<file path="src/rtl/sbp_pkg.sv">
package sbp_pkg;

  localparam int PAGE_BYTES_DEF = 256;
  localparam int MAX_RES = 7;

  typedef enum logic [3:0] {
    PH_IDLE, PH_ADDR_HI, PH_ADDR_LO, PH_BSZ_HI, PH_BSZ_LO, PH_BTYPE, PH_BDATA,
    PH_GSZ_HI, PH_GSZ_LO, PH_GTYPE, PH_WAIT_FLASH, PH_WAIT_EE, PH_WAIT_FUSE,
    PH_SKIP_ARG, PH_DEV_ARG
  } phase_t;

  typedef enum logic [1:0] {
    SP_NONE, SP_FLASH, SP_EE, SP_BADDEV
  } space_t;

  typedef enum logic [3:0] {
    K_REPLY = 4'd0, K_FILL = 4'd1, K_COMMIT = 4'd2, K_EEWR = 4'd3, K_FLRD = 4'd4,
    K_EERD = 4'd5, K_FUSE = 4'd6, K_ERASE = 4'd7, K_RESET = 4'd8
  } kind_t;

  localparam logic [2:0] REG_DEVICE = 3'd0;
  localparam logic [2:0] REG_APP_END = 3'd1;
  localparam logic [2:0] REG_PROTECT = 3'd2;
  localparam logic [2:0] REG_SIG1 = 3'd3;
  localparam logic [2:0] REG_SIG2 = 3'd4;
  localparam logic [2:0] REG_SIG3 = 3'd5;

  localparam logic [7:0] CH_CR = 8'h0d;
  localparam logic [7:0] CH_ESC = 8'h1b;

  typedef struct packed {
    logic [3:0]  kind;
    logic [7:0]  reply_byte;
    logic [15:0] mem_address;
    logic [15:0] mem_data;
    logic [1:0]  fuse_select;
  } res_t;

  typedef struct packed {
    logic [7:0]  device_code;
    logic [17:0] app_end_bytes;
    logic        read_protect;
    logic [7:0]  sig_first;
    logic [7:0]  sig_second;
    logic [7:0]  sig_third;
  } cfg_t;

  function automatic res_t mk(logic [3:0] k, logic [7:0] rb, logic [15:0] a,
                              logic [15:0] d, logic [1:0] f);
    res_t r;
    r.kind = k;
    r.reply_byte = rb;
    r.mem_address = a;
    r.mem_data = d;
    r.fuse_select = f;
    return r;
  endfunction

endpackage

</file>
<file path="src/rtl/sbp_regs.sv">
module sbp_regs (
  input  logic              clk,
  input  logic              rst,
  input  logic              psel,
  input  logic              penable,
  input  logic              pwrite,
  input  logic [4:0]        paddr,
  input  logic [31:0]       pwdata,
  output logic [31:0]       prdata,
  output logic              pready,
  output sbp_pkg::cfg_t     cfg
);
  import sbp_pkg::*;

  logic       wr;
  logic [2:0] idx;

  assign pready = 1'b1;
  assign wr = psel & penable & pwrite;
  assign idx = paddr[4:2];

  always_ff @(posedge clk) begin
    if (rst) begin
      cfg.device_code <= 8'd68;
      cfg.app_end_bytes <= 18'd122880;
      cfg.read_protect <= 1'b1;
      cfg.sig_first <= 8'd30;
      cfg.sig_second <= 8'd167;
      cfg.sig_third <= 8'd1;
    end else if (wr) begin
      case (idx)
        REG_DEVICE: cfg.device_code <= pwdata[7:0];
        REG_APP_END: cfg.app_end_bytes <= pwdata[17:0];
        REG_PROTECT: cfg.read_protect <= pwdata[0];
        REG_SIG1: cfg.sig_first <= pwdata[7:0];
        REG_SIG2: cfg.sig_second <= pwdata[7:0];
        REG_SIG3: cfg.sig_third <= pwdata[7:0];
        default: ;
      endcase
    end
  end

  always_comb begin
    case (idx)
      REG_DEVICE: prdata = {24'd0, cfg.device_code};
      REG_APP_END: prdata = {14'd0, cfg.app_end_bytes};
      REG_PROTECT: prdata = {31'd0, cfg.read_protect};
      REG_SIG1: prdata = {24'd0, cfg.sig_first};
      REG_SIG2: prdata = {24'd0, cfg.sig_second};
      REG_SIG3: prdata = {24'd0, cfg.sig_third};
      default: prdata = 32'd0;
    endcase
  end
endmodule

</file>
<file path="src/rtl/serial_boot_programming_parser_core.sv">
// Flow: an accepted item is registered in the input register, decoded combinationally
// into up to seven results once the result queue is empty or draining its last entry,
// and the results are registered into the queue, from which the first is offered.
// Throughput: one result per cycle while out_ready is high; an item produces 0..7
// results, and the next item is taken as the last result of the one before is accepted.
// Reset is synchronous, active high; it clears the parser state and loads the register defaults.
module serial_boot_programming_parser_core #(
  parameter int PAGE_BYTES = sbp_pkg::PAGE_BYTES_DEF
) (
  input  logic        clk,
  input  logic        rst,
  input  logic        psel,
  input  logic        penable,
  input  logic        pwrite,
  input  logic [4:0]  paddr,
  input  logic [31:0] pwdata,
  output logic [31:0] prdata,
  output logic        pready,
  input  logic        in_valid,
  output logic        in_ready,
  input  logic        opcode,
  input  logic [7:0]  rx_byte,
  input  logic [15:0] read_data,
  output logic        out_valid,
  input  logic        out_ready,
  output logic [3:0]  kind,
  output logic [7:0]  reply_byte,
  output logic [15:0] mem_address,
  output logic [15:0] mem_data,
  output logic [1:0]  fuse_select,
  output logic        last
);
  import sbp_pkg::*;

  localparam logic [15:0] PAGE = 16'(PAGE_BYTES);

  cfg_t cfg;

  sbp_regs u_regs (
    .clk(clk), .rst(rst), .psel(psel), .penable(penable), .pwrite(pwrite),
    .paddr(paddr), .pwdata(pwdata), .prdata(prdata), .pready(pready), .cfg(cfg)
  );

  // input register
  logic        iv;
  logic        iop;
  logic [7:0]  ib;
  logic [15:0] id;

  // result queue
  res_t        q [MAX_RES];
  logic [2:0]  qn;
  logic [2:0]  qi;

  phase_t      ph, ph_next;
  logic [15:0] cur, cur_next;
  logic [7:0]  sel, sel_next;
  logic [15:0] bsz, bsz_next;
  logic [15:0] cnt, cnt_next;
  space_t      sp, sp_next;
  logic [7:0]  held, held_next;
  logic [15:0] pst, pst_next;
  logic        prot, prot_next;

  res_t        r [MAX_RES];
  logic [2:0]  rn;

  logic        q_busy, q_pop_last, take;

  assign q_busy = (qn != 3'd0);
  assign q_pop_last = out_valid & out_ready & (qi == qn - 3'd1);
  // decode stage fires when the queue is empty or draining its last entry
  assign take = iv & (~q_busy | q_pop_last);
  assign in_ready = ~iv | take;

  assign out_valid = q_busy;
  assign kind = q[qi].kind;
  assign reply_byte = q[qi].reply_byte;
  assign mem_address = q[qi].mem_address;
  assign mem_data = q[qi].mem_data;
  assign fuse_select = q[qi].fuse_select;
  assign last = (qi == qn - 3'd1);

  always_ff @(posedge clk) begin
    if (rst) begin
      iv <= 1'b0;
    end else if (in_ready) begin
      iv <= in_valid;
    end
    if (in_ready && in_valid) begin
      iop <= opcode;
      ib <= rx_byte;
      id <= read_data;
    end
  end

  always_ff @(posedge clk) begin
    if (rst) begin
      qn <= '0;
      qi <= '0;
    end else if (take) begin
      qn <= rn;
      qi <= '0;
    end else if (q_pop_last) begin
      qn <= '0;
      qi <= '0;
    end else if (out_valid && out_ready) begin
      qi <= qi + 3'd1;
    end
    if (take) begin
      for (int k = 0; k < MAX_RES; k++) q[k] <= r[k];
    end
  end

  always_ff @(posedge clk) begin
    if (rst) begin
      ph <= PH_IDLE;
      cur <= '0;
      sel <= '0;
      bsz <= '0;
      cnt <= '0;
      sp <= SP_NONE;
      held <= '0;
      pst <= '0;
      prot <= 1'b0;
    end else if (take) begin
      ph <= ph_next;
      cur <= cur_next;
      sel <= sel_next;
      bsz <= bsz_next;
      cnt <= cnt_next;
      sp <= sp_next;
      held <= held_next;
      pst <= pst_next;
      prot <= prot_next;
    end
  end

  function automatic logic [15:0] clamp(logic [15:0] s);
    return (s > PAGE) ? PAGE : s;
  endfunction

  always_comb begin
    logic [15:0] w;
    logic [15:0] c1;
    logic [15:0] c2;
    logic        dev_ok;
    ph_next = ph;
    cur_next = cur;
    sel_next = sel;
    bsz_next = bsz;
    cnt_next = cnt;
    sp_next = sp;
    held_next = held;
    pst_next = pst;
    prot_next = prot;
    rn = '0;
    for (int k = 0; k < MAX_RES; k++) r[k] = '0;
    dev_ok = (sel == cfg.device_code);
    w = '0;
    c1 = '0;
    c2 = '0;
    if (!iop) begin
      case (ph)
        PH_IDLE: begin
          case (ib)
            "a": begin r[0] = mk(K_REPLY, "Y", 0, 0, 0); rn = 3'd1; end
            "A": ph_next = PH_ADDR_HI;
            "b": begin
              r[0] = mk(K_REPLY, "Y", 0, 0, 0);
              r[1] = mk(K_REPLY, PAGE[15:8], 0, 0, 0);
              r[2] = mk(K_REPLY, PAGE[7:0], 0, 0, 0);
              rn = 3'd3;
            end
            "B": ph_next = PH_BSZ_HI;
            "g": ph_next = PH_GSZ_HI;
            "e": begin
              if (dev_ok) begin
                r[0] = mk(K_ERASE, 0, 0, 0, 0);
                r[1] = mk(K_REPLY, CH_CR, 0, 0, 0);
                rn = 3'd2;
              end else begin
                r[0] = mk(K_REPLY, CH_CR, 0, 0, 0);
                rn = 3'd1;
              end
            end
            "E": begin
              r[0] = mk(K_REPLY, CH_CR, 0, 0, 0);
              r[1] = mk(K_RESET, 0, 0, 0, 0);
              rn = 3'd2;
            end
            "P", "L": begin r[0] = mk(K_REPLY, CH_CR, 0, 0, 0); rn = 3'd1; end
            "p": begin r[0] = mk(K_REPLY, "S", 0, 0, 0); rn = 3'd1; end
            "F": begin r[0] = mk(K_FUSE, 0, 0, 0, 2'd0); rn = 3'd1; ph_next = PH_WAIT_FUSE; end
            "r": begin r[0] = mk(K_FUSE, 0, 0, 0, 2'd1); rn = 3'd1; ph_next = PH_WAIT_FUSE; end
            "N": begin r[0] = mk(K_FUSE, 0, 0, 0, 2'd2); rn = 3'd1; ph_next = PH_WAIT_FUSE; end
            "Q": begin r[0] = mk(K_FUSE, 0, 0, 0, 2'd3); rn = 3'd1; ph_next = PH_WAIT_FUSE; end
            "t": begin
              r[0] = mk(K_REPLY, cfg.device_code, 0, 0, 0);
              r[1] = mk(K_REPLY, 0, 0, 0, 0);
              rn = 3'd2;
            end
            "x", "y": ph_next = PH_SKIP_ARG;
            "T": ph_next = PH_DEV_ARG;
            "S": begin
              r[0] = mk(K_REPLY, "A", 0, 0, 0);
              r[1] = mk(K_REPLY, "V", 0, 0, 0);
              r[2] = mk(K_REPLY, "R", 0, 0, 0);
              r[3] = mk(K_REPLY, "B", 0, 0, 0);
              r[4] = mk(K_REPLY, "O", 0, 0, 0);
              r[5] = mk(K_REPLY, "O", 0, 0, 0);
              r[6] = mk(K_REPLY, "T", 0, 0, 0);
              rn = 3'd7;
            end
            "V": begin
              r[0] = mk(K_REPLY, "0", 0, 0, 0);
              r[1] = mk(K_REPLY, "1", 0, 0, 0);
              rn = 3'd2;
            end
            "s": begin
              r[0] = mk(K_REPLY, cfg.sig_third, 0, 0, 0);
              r[1] = mk(K_REPLY, cfg.sig_second, 0, 0, 0);
              r[2] = mk(K_REPLY, cfg.sig_first, 0, 0, 0);
              rn = 3'd3;
            end
            CH_ESC: ;
            default: begin r[0] = mk(K_REPLY, "?", 0, 0, 0); rn = 3'd1; end
          endcase
        end
        PH_ADDR_HI: begin cur_next = {ib, 8'd0}; ph_next = PH_ADDR_LO; end
        PH_ADDR_LO: begin
          cur_next = cur | {8'd0, ib};
          r[0] = mk(K_REPLY, CH_CR, 0, 0, 0);
          rn = 3'd1;
          ph_next = PH_IDLE;
        end
        PH_BSZ_HI: begin bsz_next = {ib, 8'd0}; ph_next = PH_BSZ_LO; end
        PH_BSZ_LO: begin bsz_next = clamp(bsz | {8'd0, ib}); ph_next = PH_BTYPE; end
        PH_BTYPE: begin
          cnt_next = '0;
          held_next = '0;
          if (!dev_ok) sp_next = SP_BADDEV;
          else if (ib == "F") begin sp_next = SP_FLASH; pst_next = cur; end
          else if (ib == "E") sp_next = SP_EE;
          else sp_next = SP_NONE;
          if (bsz == 16'd0) begin
            // empty block: reply at once, never a flash write
            r[0] = mk(K_REPLY, (sp_next == SP_BADDEV) ? 8'd0 : CH_CR, 0, 0, 0);
            rn = 3'd1;
            ph_next = PH_IDLE;
          end else begin
            ph_next = PH_BDATA;
          end
        end
        PH_BDATA: begin
          c1 = cnt + 16'd1;
          cnt_next = c1;
          if (sp == SP_FLASH) begin
            if (!cnt[0]) held_next = ib;
            else begin
              r[rn] = mk(K_FILL, 0, cur, {ib, held}, 0);
              rn = rn + 3'd1;
              cur_next = cur + 16'd1;
            end
          end else if (sp == SP_EE) begin
            r[rn] = mk(K_EEWR, 0, cur, {8'd0, ib}, 0);
            rn = rn + 3'd1;
            cur_next = cur + 16'd1;
          end
          if (c1 >= bsz) begin
            if (sp == SP_FLASH) begin
              if (bsz[0]) begin
                r[rn] = mk(K_FILL, 0, cur_next, {8'hff, held_next}, 0);
                rn = rn + 3'd1;
                cur_next = cur_next + 16'd1;
              end
              r[rn] = mk(K_COMMIT, 0, pst, 0, 0);
              rn = rn + 3'd1;
            end
            r[rn] = mk(K_REPLY, (sp == SP_BADDEV) ? 8'd0 : CH_CR, 0, 0, 0);
            rn = rn + 3'd1;
            ph_next = PH_IDLE;
          end
        end
        PH_GSZ_HI: begin bsz_next = {ib, 8'd0}; ph_next = PH_GSZ_LO; end
        PH_GSZ_LO: begin bsz_next = clamp(bsz | {8'd0, ib}); ph_next = PH_GTYPE; end
        PH_GTYPE: begin
          cnt_next = '0;
          ph_next = PH_IDLE;
          if (bsz != 16'd0) begin
            if (ib == "F") begin
              sp_next = SP_FLASH;
              prot_next = cfg.read_protect & ({1'b0, cur, 1'b0} >= cfg.app_end_bytes);
              r[0] = mk(K_FLRD, 0, cur, 0, 0);
              rn = 3'd1;
              ph_next = PH_WAIT_FLASH;
            end else if (ib == "E") begin
              sp_next = SP_EE;
              r[0] = mk(K_EERD, 0, cur, 0, 0);
              rn = 3'd1;
              ph_next = PH_WAIT_EE;
            end
          end
        end
        PH_SKIP_ARG: begin
          r[0] = mk(K_REPLY, CH_CR, 0, 0, 0);
          rn = 3'd1;
          ph_next = PH_IDLE;
        end
        PH_DEV_ARG: begin
          sel_next = ib;
          r[0] = mk(K_REPLY, CH_CR, 0, 0, 0);
          rn = 3'd1;
          ph_next = PH_IDLE;
        end
        default: ;
      endcase
    end else begin
      case (ph)
        PH_WAIT_FLASH: begin
          w = prot ? 16'hffff : id;
          r[0] = mk(K_REPLY, w[7:0], 0, 0, 0);
          rn = 3'd1;
          c1 = cnt + 16'd1;
          c2 = c1;
          if (c1 < bsz) begin
            r[1] = mk(K_REPLY, w[15:8], 0, 0, 0);
            rn = 3'd2;
            c2 = c1 + 16'd1;
          end
          cnt_next = c2;
          cur_next = cur + 16'd1;
          if (c2 < bsz) begin
            prot_next = cfg.read_protect & ({1'b0, cur_next, 1'b0} >= cfg.app_end_bytes);
            r[rn] = mk(K_FLRD, 0, cur_next, 0, 0);
            rn = rn + 3'd1;
          end else begin
            prot_next = 1'b0;
            ph_next = PH_IDLE;
          end
        end
        PH_WAIT_EE: begin
          r[0] = mk(K_REPLY, id[7:0], 0, 0, 0);
          rn = 3'd1;
          cur_next = cur + 16'd1;
          c1 = cnt + 16'd1;
          cnt_next = c1;
          if (c1 < bsz) begin
            r[1] = mk(K_EERD, 0, cur_next, 0, 0);
            rn = 3'd2;
          end else begin
            ph_next = PH_IDLE;
          end
        end
        PH_WAIT_FUSE: begin
          r[0] = mk(K_REPLY, id[7:0], 0, 0, 0);
          rn = 3'd1;
          ph_next = PH_IDLE;
        end
        default: ;
      endcase
    end
  end

`ifndef NO_ASSERTIONS
  a_qi_range: assert property (@(posedge clk) disable iff (rst)
    q_busy |-> (qi < qn)) else $error("result index beyond count");
  a_no_take_mid: assert property (@(posedge clk) disable iff (rst)
    (q_busy && !q_pop_last) |-> !take) else $error("decode while results pending");
  // the high size byte is held unclamped until the low byte arrives
  a_bsz_clamp: assert property (@(posedge clk) disable iff (rst)
    (ph != PH_BSZ_LO && ph != PH_GSZ_LO) |-> (bsz <= PAGE))
    else $error("block size above page");
  a_prot_idle: assert property (@(posedge clk) disable iff (rst)
    (ph != PH_WAIT_FLASH) |-> !prot) else $error("protect flag outside flash read");
`endif
endmodule
</file>
<file path="config.mk">
export PLATFORM = sky130hd
export DESIGN_NAME = serial_boot_programming_parser_core
export DESIGN_NICKNAME = d
export VERILOG_FILES = /design/src/rtl/sbp_pkg.sv /design/src/rtl/sbp_regs.sv /design/src/rtl/serial_boot_programming_parser_core.sv
export SDC_FILE = /design/constraint.sdc
export NUM_CORES = 1
export LEC_CHECK = 0
export BUFFER_PORTS_ARGS = -buffer_cell sky130_fd_sc_hd__buf_2
export CORE_MARGIN = 8
export CORE_UTILIZATION = 63
export CTS_CLUSTER_SIZE = 12
export DETAILED_ROUTE_END_ITERATION = 8
export HOLD_SLACK_MARGIN = 0.15
export PLACE_DENSITY = 0.85
export SKIP_CTS_REPAIR_TIMING = 1
export SYNTH_ARGS = -nofsm -noshare
export SYNTH_HDL_FRONTEND = slang
export SYNTH_SLANG_ARGS = --single-unit
export TNS_END_PERCENT = 1
</file>
<file path="constraint.sdc">
create_clock -name clk -period 9.85 [get_ports clk]
set_clock_uncertainty 0.15 [all_clocks]
set_input_delay 0.4925 -clock clk [delete_from_list [all_inputs] [get_ports clk]]
set_output_delay 0.4925 -clock clk [all_outputs]
set_load 0.01 [all_outputs]
</file>
==> flow_summary.json <==
{
  "root_buffer": "clkbuf_16",
  "drtIter0Drc": 3000,
  "p_per_area_mw_per_mm2": 130,
  "die_w_microns": 193,
  "core_region_area_sq_mm": 0.0307,
  "via_per_inst": 6.86,
  "routedWlPerCell_microns": 23.5,
  "postRouteAntennaNets": 0,
  "synth_simple_gate_area_share_pct": 20.5,
  "p_leak_uw": 0.00837,
  "slew_headroom_pct": 22.3,
  "vias": 19000,
  "synthXorXnorAreaFrac_pct": 4.19,
  "synth_seq_cells": 304,
  "cts_buffers": 34,
  "dp_hpwl_mm": 45.8,
  "netlist_instances": 2294,
  "antenna_found_initial": 0,
  "worstSetupPathType": "flop to flop",
  "rows": 64,
  "nNetsFinal": 2499,
  "final_util_pct": 71.1,
  "drt_pass1_iterations": 8,
  "synth-adder-area-share_pct": 4.95,
  "yosysWarnings": 0,
  "ios": 151,
  "clock_sinks": 304,
  "synth.yosys.seq_area_share_pct": 38.8,
  "placed_cells": 2671,
  "reg2reg_to": "q[1][30]",
  "clkTransAtPathRegs_ns": 0.06,
  "port_buffers": 119,
  "reg2regPathDepth": 23,
  "num_antenna_cells": 0,
  "rsz0062_at_grt": "no",
  "final-setup-viol-count": 0,
  "start_util_pct": 64.3,
  "fin_tns_setup_ns": 0,
  "routabilityCongestion": 0.973,
  "n_fill_cell": 2398,
  "synthDistinctLibCells": 100,
  "holdPathEnd": "u_regs.cfg[32]",
  "cp_max_fo": 16,
  "hold_viol_final": 0,
  "grt_pass1_wl_mm": 97.7,
  "dieArea_sq_mm": 0.0372,
  "syn2layout_area_growth_pct": 10.6,
  "grt_max_degree": 75,
  "min_path_cells": 3,
  "globalRouteOverflowTotal": 0,
  "status": "completed",
  "synth-compound-area-share_pct": 20.8,
  "synthMuxAreaShare_pct": 5.01,
  "synth_top_family_by_area": "compound AO/OA/AOI/OAI gates",
  "cp-end-kind": "flop",
  "avgSynthCellArea_sq_um": 8.60,
  "synth_enable_flop_cells": 156,
  "routed_wl_mm": 65.3,
  "fmax_mhz": 133,
  "startpoint_type": "flop",
  "hold_start": "pwdata[7]",
  "cts.path.max_buffers": 3,
  "tightest_slew_ns": 1.16,
  "r2r_slack_ns": 2.35,
  "async_flop_share_pct": 0,
  "drv_cap": 0,
  "syn-cell-area_sq_mm": 0.0197,
  "drc": 0,
  "r2r-start": "cnt[1]",
  "final_cells": 2774,
  "tritoncts": "built",
  "critPathRequiredTime_ns": 10.03,
  "ir_drop_uv": 194,
  "synth-main-ff-cell": "edfxtp_1",
  "htreeDepth": 2,
  "grt_pass1_vias": 17500,
  "cp.arrival_ns": 7.68,
  "insertion_delay_ns": 0.53,
  "drv_slew": 0,
  "period_share_pct": 76.2,
  "drive_gt1_share_pct": 10.8,
  "min_period_ns": 7.50,
  "grt_use_total_pct": 33.3,
  "dieHeight_microns": 193,
  "min_path_type": "input pin to flop"
}
-- routing by layer --
metal / up-vias / part of all wire (%) / track usage, %
met1: 8877 / 38 / 43.4
met3: 262 / 12 / 6.70
met4: 0 / 4.5 / 13.6
met5: - / 0 / 0
li1: 8457 / - / -
met2: 1443 / 46 / 53.6
-- power breakdown --
group	switching (uW)	internal (uW)
registers	23.3	1360
clock network	539	714
logic	128	67.0
-- logic make-up after synthesis --
family                   count (synthesis)
adder cells (fa/ha/maj)                 78
XOR/XNOR                                92
multiplexers                            95
buffers and inverters                  271
AO/OA/AOI/OAI                          625
AND/OR/NAND/NOR                        827
other                                    2
flip-flops                             304
-- cells in the final DEF, fill, tap and decap left out, types with 23 or more instances in the layout --
master,Yosys,layout
nand3_1,54,54
o22ai_1,42,42
mux2i_1,84,84
dlygate4sd3_1,0,41
a21oi_1,139,139
nand4_1,26,26
inv_1,87,87
buf_4,20,32
buf_2,12,118
clkbuf_16,0,35
a22oi_1,73,73
xor2_1,29,29
a21o_1,33,33
nor2_1,208,208
and3_1,23,23
edfxtp_1,156,156
o21ai_0,144,143
nand2b_1,24,24
nor2b_1,25,25
a31oi_1,24,23
nor3_1,60,59
xnor2_1,61,61
and2_1,34,34
ha_1,78,78
dfxtp_1,148,148
nand2_1,265,265
-- layout make-up --
cell class	instances	area (sq um)	area share [%]
multi-input cells	1732	11000	50.5
clock buffers	52	970	4.45
well taps	396	495	2.27
inverters	89	334	1.53
clock inverters	10	100	0.459
repair buffers	191	1240	5.69
flip-flops and latches	304	7650	35.1
-- synthesized netlist by cell type (23+ instances only) --
cell,count,area share [%]
a21o_1,33,1.3
a21oi_1,139,3.5
a22oi_1,73,2.8
a31oi_1,24,0.76
and2_1,34,1.1
and3_1,23,0.73
clkbuf_1,126,2.4
dfxtp_1,148,15
edfxtp_1,156,24
ha_1,78,4.9
inv_1,87,1.7
mux2i_1,84,4.3
nand2_1,265,5.0
nand2b_1,24,0.76
nand3_1,54,1.4
nand4_1,26,0.82
nor2_1,208,4.0
nor2b_1,25,0.79
nor3_1,60,1.5
o21ai_0,144,3.7
o22ai_1,42,1.3
xnor2_1,61,2.7
xor2_1,29,1.3
-- stage by stage --
step                      total power [uW]  hold slack [ns]  cell area, sq um  worst slack (ns)
after floorplan                       1520            0.286             19800              3.81
after global placement                1580            0.295             20300              2.80
after detailed placement              1590            0.297             20300              2.56
after CTS                             2810          -0.0191             21400              2.51
after global routing                  2900            0.150             21800              1.90
final                                 2830            0.130             21800              2.35
-- how the worst max path moves through the flow --
stage / start / end / slack (ns) / depth (start not counted)
3_5_place_dp: cnt[1] / q[1][30] / 2.56 / 23
2_1_floorplan: cnt[0] / qn[0] / 3.81 / 28
5_1_grt: cnt[1] / q[1][30] / 1.90 / 23
3_3_place_gp: cnt[1] / q[1][30] / 2.80 / 22
4_1_cts: cnt[1] / q[1][30] / 2.51 / 23
6_report: cnt[1] / q[1][30] / 2.35 / 23
-- worst max-delay path, stage by stage, from the launching register on --
cell	delay, ns
dfxtp_1	0.43
ha_1	0.28
nand3_2	0.15
or3_1	0.53
nor2_1	0.15
nand2_1	0.08
xnor2_1	0.49
ha_1	0.37
and4_1	0.23
a21oi_1	0.18
o221ai_1	0.25
nor3_2	0.58
and2_1	0.44
nand2_1	0.12
xnor2_1	0.14
ha_1	0.18
a21o_1	0.15
a21o_1	0.17
a21oi_1	0.19
a21oi_1	0.10
a2111oi_0	0.63
o21ai_1	0.39
o31a_1	0.64
o22ai_1	0.29
-- state kept, by name (all words and copies together) (netlist names), named ones only --
register and cells:
cur 16, q 131, iv 1, bsz 16
id 16, prot 1, pst 16, ib 8
sel 8, sp 2, qi 3, cnt 16
ph 4, qn 3, held 8, iop 1
u_regs.cfg 51
Note: power is estimated with default switching activity, not from simulation.
